File: src/rtl/tcd_pkg.sv
// ---------------------------------------------------------------------------
// tcd_pkg
// Shared types and constants of the trilinear charge deposit core.
// ---------------------------------------------------------------------------
`default_nettype none
package tcd_pkg;

  localparam int CFG_IDX_W = 2;
  localparam logic [CFG_IDX_W-1:0] CFG_CHARGE_SCALE = 2'd0;
  localparam logic [CFG_IDX_W-1:0] CFG_CELLS_X      = 2'd1;
  localparam logic [CFG_IDX_W-1:0] CFG_CELLS_Y      = 2'd2;

  localparam int SCALE_W = 32;
  localparam int CELLS_W = 6;
  localparam int NODE_W  = 15;
  localparam int OFS_W   = 17;
  localparam int CHG_W   = 24;
  localparam int SUM_W   = 48;

  // Corner addresses before the range check; wide enough for the largest node index plus corner offsets.
  localparam int ADDR_W  = 21;
  localparam int WGT_W   = 42;

  typedef struct packed {
    logic                     rd;
    logic [ADDR_W-1:0]        addr;
    logic signed [WGT_W-1:0]  weight;
  } op_t;

endpackage
`default_nettype wire

File: src/rtl/tcd_fifo.sv
// ---------------------------------------------------------------------------
// tcd_fifo
// Short request queue between the weight front end and the accumulator.
// ---------------------------------------------------------------------------
`default_nettype none
module tcd_fifo
  import tcd_pkg::*;
(
  input  wire logic clk,
  input  wire logic rst_n,
  input  wire logic push,
  input  wire op_t  push_op,
  output logic      full,
  input  wire logic pop,
  output logic      empty,
  output op_t       head
);

  op_t        q_r [4];
  logic [1:0] wr_ptr_r, rd_ptr_r;
  logic [2:0] count_r;
  logic       do_push, do_pop;

  assign full    = (count_r == 3'd4);
  assign empty   = (count_r == 3'd0);
  assign do_push = push && !full;
  assign do_pop  = pop && !empty;
  assign head    = q_r[rd_ptr_r];

  always_ff @(posedge clk) begin
    if (do_push) begin
      q_r[wr_ptr_r] <= push_op;
    end
    if (!rst_n) begin
      wr_ptr_r <= '0;
      rd_ptr_r <= '0;
      count_r  <= '0;
    end else begin
      if (do_push) wr_ptr_r <= wr_ptr_r + 2'd1;
      if (do_pop)  rd_ptr_r <= rd_ptr_r + 2'd1;
      count_r <= count_r + {2'd0, do_push} - {2'd0, do_pop};
    end
  end

endmodule
`default_nettype wire

File: config.mk
export PLATFORM = sky130hd
export DESIGN_NAME = tcd_fifo
export DESIGN_NICKNAME = d
export VERILOG_FILES = /design/src/rtl/tcd_pkg.sv /design/src/rtl/tcd_fifo.sv
export SDC_FILE = /design/constraint.sdc
export NUM_CORES = 1
export LEC_CHECK = 0
export CORE_UTILIZATION = 45
export CTS_CLUSTER_DIAMETER = 60
export DETAILED_ROUTE_END_ITERATION = 8
export DONT_BUFFER_PORTS = 1
export GPL_TIMING_DRIVEN = 0
export HOLD_SLACK_MARGIN = 0.03
export PLACE_DENSITY = 0.69
export SLEW_MARGIN = 20
export SYNTH_ARGS = -nofsm -noshare
export SYNTH_HDL_FRONTEND = slang
export SYNTH_SLANG_ARGS = --single-unit
File: constraint.sdc
create_clock -name clk -period 3.75 [get_ports clk]
set_clock_uncertainty 0.05 [all_clocks]
set_input_delay 0 -clock clk [delete_from_list [all_inputs] [get_ports clk]]
set_output_delay 0 -clock clk [all_outputs]
set_load 0.02 [all_outputs]
==> flow_metrics.env <==
export IMPL_antenna_found_initial=1
export IMPL_hpwl_mm=9.94
export IMPL_met2_usage_pct=27.2
export IMPL_min_to="q_r[2][32]"
export IMPL_ys_warn_count=0
export IMPL_worst_path_max_fanout=5
export IMPL_power_leakage_nw=3.78
export IMPL_syn2layout_area_growth_pct=20.9
export IMPL_clock_path_buffers=3
export IMPL_die_area_um2=22400
export IMPL_grt_total_usage_pct=15.3
export IMPL_path_cells="nor3_2, nor2b_1, ha_1, inv_1, ha_1, fa_1, xnor2_1, xnor2_1, and2_1"
export IMPL_placementRows=53
export IMPL_ys_types=23
export IMPL_numCtsBuffers=28
export IMPL_clock_sinks=265
export IMPL_drtIter0Drc=156
export IMPL_vias=4174
export IMPL_ioPinCount=134
export IMPL_nets=563
export IMPL_grt_util_met3_pct=3.45
export IMPL_path_clk_slew_ns=0.06
export IMPL_die_height_um=150
export IMPL_crit_path_top_delay_cell="nor3_2"
export IMPL_synth_nets=460
export IMPL_cp_arrival_ns=2.89
export IMPL_startpoint_type="flip-flop"
export IMPL_critPathCaptureType="flip-flop"
export IMPL_start_util_pct=46.3
export IMPL_critPathRequiredTime_ns=4.12
export IMPL_layout_commonest_cell="edfxtp_1"
export IMPL_grt_busiest_layer="met2"
export IMPL_cpPeakStageDelay_ns=0.54
export IMPL_clk_latency_ns=0.52
export IMPL_min_period_over_period_pct=67.0
export IMPL_syn_instance_count=385
export IMPL_fp_dieW_um=150
export IMPL_fmax_mhz=398
export IMPL_r2r_end="count_r[2]"
export IMPL_dp_cells=664
export IMPL_met1_usage_pct=18.6
export IMPL_hold_class="primary input to flip-flop"
export IMPL_cap_violations=0
export IMPL_timing_final_ws_setup_ns=1.24
export IMPL_final_cell_mix="edfxtp_1 (256), dlygate4sd3_1 (69), mux4_2 (60)"
export IMPL_finalPower_mw=8.07
export IMPL_cts_tree="yes"
export IMPL_avgRoutedWirePerCell_um=21.3
export IMPL_setup_viol=0
export IMPL_rsz0062_at_grt="no"
export IMPL_gp_congestion=0.712
export IMPL_cp_depth=9
export IMPL_place_area_um2=10200
export IMPL_drive_gt1_share_pct=25.0
export IMPL_netlist_area_um2=9800
export IMPL_firstDrtPassIters=4
export IMPL_min_period_ns=2.51
export IMPL_cts_setup_buffers=0
export IMPL_cts_max_level=1
export IMPL_crit_type="flip-flop to flip-flop"
export IMPL_hp_start="push_op[32]"
export IMPL_p_per_area_nw_per_um2=682
export IMPL_viasPerCell=5.32
export IMPL_grt_pass1_vias=4630
export IMPL_cp_startpoint="count_r[1]"
export IMPL_clock_root_buffer="clkbuf_16"
export IMPL_antenna_left=0
export IMPL_dp_slack_ns=1.26
export IMPL_hold_ws_ns=0.127
export IMPL_routed_wl_mm=16.7
export IMPL_design_area_um2=11800
export IMPL_r2r_start="count_r[1]"
export IMPL_cpLargestDelayFamily="adder cells"
export IMPL_grt_start_max_net_pins=35
export IMPL_grt_pass1_wl_mm=25.6
export IMPL_ys_ff_latch=265
export IMPL_crit_buf_inv=1
export IMPL_drc=0
export IMPL_yosysSeqAreaShare_pct=80.3
export IMPL_core_um2=21200
export IMPL_finalHoldViolCount=0
export IMPL_fin_cells=784
export IMPL_worstRegToRegCells=9
export IMPL_grt_overflow=0
export IMPL_r2r_setup_slack_ns=1.24
export IMPL_slew_viol_final=0
export IMPL_holdPathStages=1
export IMPL_relSlewSlack_pct=59.3
export IMPL_tightest_slew_ns=0.607
export IMPL_status="finished, final reports clean"
export IMPL_ir_drop_v=0.000460
export IMPL_syn_avg_cell_area_um2=25.4
export IMPL_io_buffer_count=0
[report_power, final]
part	switching, mW	internal [mW]	total, mW
registers	0.0765	3.59	3.67
logic	1.01	0.698	1.71
clock network	1.06	1.63	2.69
total	2.15	5.92	8.07
[final cells by class]
class / count / area [um2]
diodes: 1 / 2.50
plain buffers: 16 / 175
clock buffers: 40 / 807
clock inverters: 10 / 111
fillers: 1524 / 9310
inverters: 6 / 22.5
multi-input cells: 98 / 1740
flip-flops and latches: 265 / 7870
well taps: 275 / 344
repair buffers: 73 / 771
[synthesized netlist by cell type (all sizes together)]
cell type | n | share of area [%]
a21boi | 1 | 0.077
and2 | 7 | 0.45
buf | 14 | 1.7
clkbuf | 2 | 0.089
dfxtp | 9 | 1.8
edfxtp | 256 | 78
fa | 1 | 0.20
ha | 6 | 0.77
inv | 6 | 0.23
mux2i | 2 | 0.20
mux4 | 64 | 15
nand2 | 6 | 0.23
nand4bb | 1 | 0.11
nor2b | 2 | 0.13
nor3 | 1 | 0.10
nor3b | 1 | 0.13
o21ai | 3 | 0.15
or3 | 1 | 0.064
xnor2 | 2 | 0.18
[kinds of logic (layout without fill, tap and decap cells)]
family                   Yosys count  count (layout)  share of synthesized area [%]
adder cells (fa/ha/maj)            7               7                          0.971
other                              0               1                              0
buffers and inverters             22             145                           2.02
AND/OR/NAND/NOR                   19              19                           1.21
flip-flops                       265             265                           80.3
AO/OA/AOI/OAI                      4               4                          0.230
XOR/XNOR                           2               2                          0.179
multiplexers                      66              66                           15.1
[routing by layer]
| metal | share of wire (%) | vias to the layer above |
|---|---|---|
| li1 | - | 1838 |
| met1 | 40 | 2187 |
| met2 | 52 | 117 |
| met3 | 5.4 | 32 |
| met4 | 2.8 | 0 |
| met5 | 0 | - |
[worst max-delay path by stage]
| stage | endpoint | slack [ns] |
|---|---|---|
| after global routing | count_r[2] | 1.12 |
| after detailed placement | count_r[2] | 1.26 |
| after floorplan | q_r[0][0] | 0.96 |
| after global placement | q_r[3][5] | -0.28 |
| final | count_r[2] | 1.24 |
| after CTS | count_r[2] | 1.25 |
[registers in the layout, summed over array words and instances (netlist names), named ones only]
signal and count:
count_r 3, q_r 256, rd_ptr_r 2, wr_ptr_r 2
[what timing repair did]
| action | CTS | global route |
|---|---|---|
| hold buffers | 69 | 0 |
| resized for setup | 0 | 0 |
| endpoints found under the hold margin | 265 | 0 |
[per-stage QoR]
stage                     setup TNS, ns  utilization (%)
after floorplan                       0                -
after global placement           -64.31             47.9
after detailed placement              0             48.4
after CTS                             0             56.0
after global routing                  0             56.0
final                                 0             56.0
(Power assumes the default switching activity.)
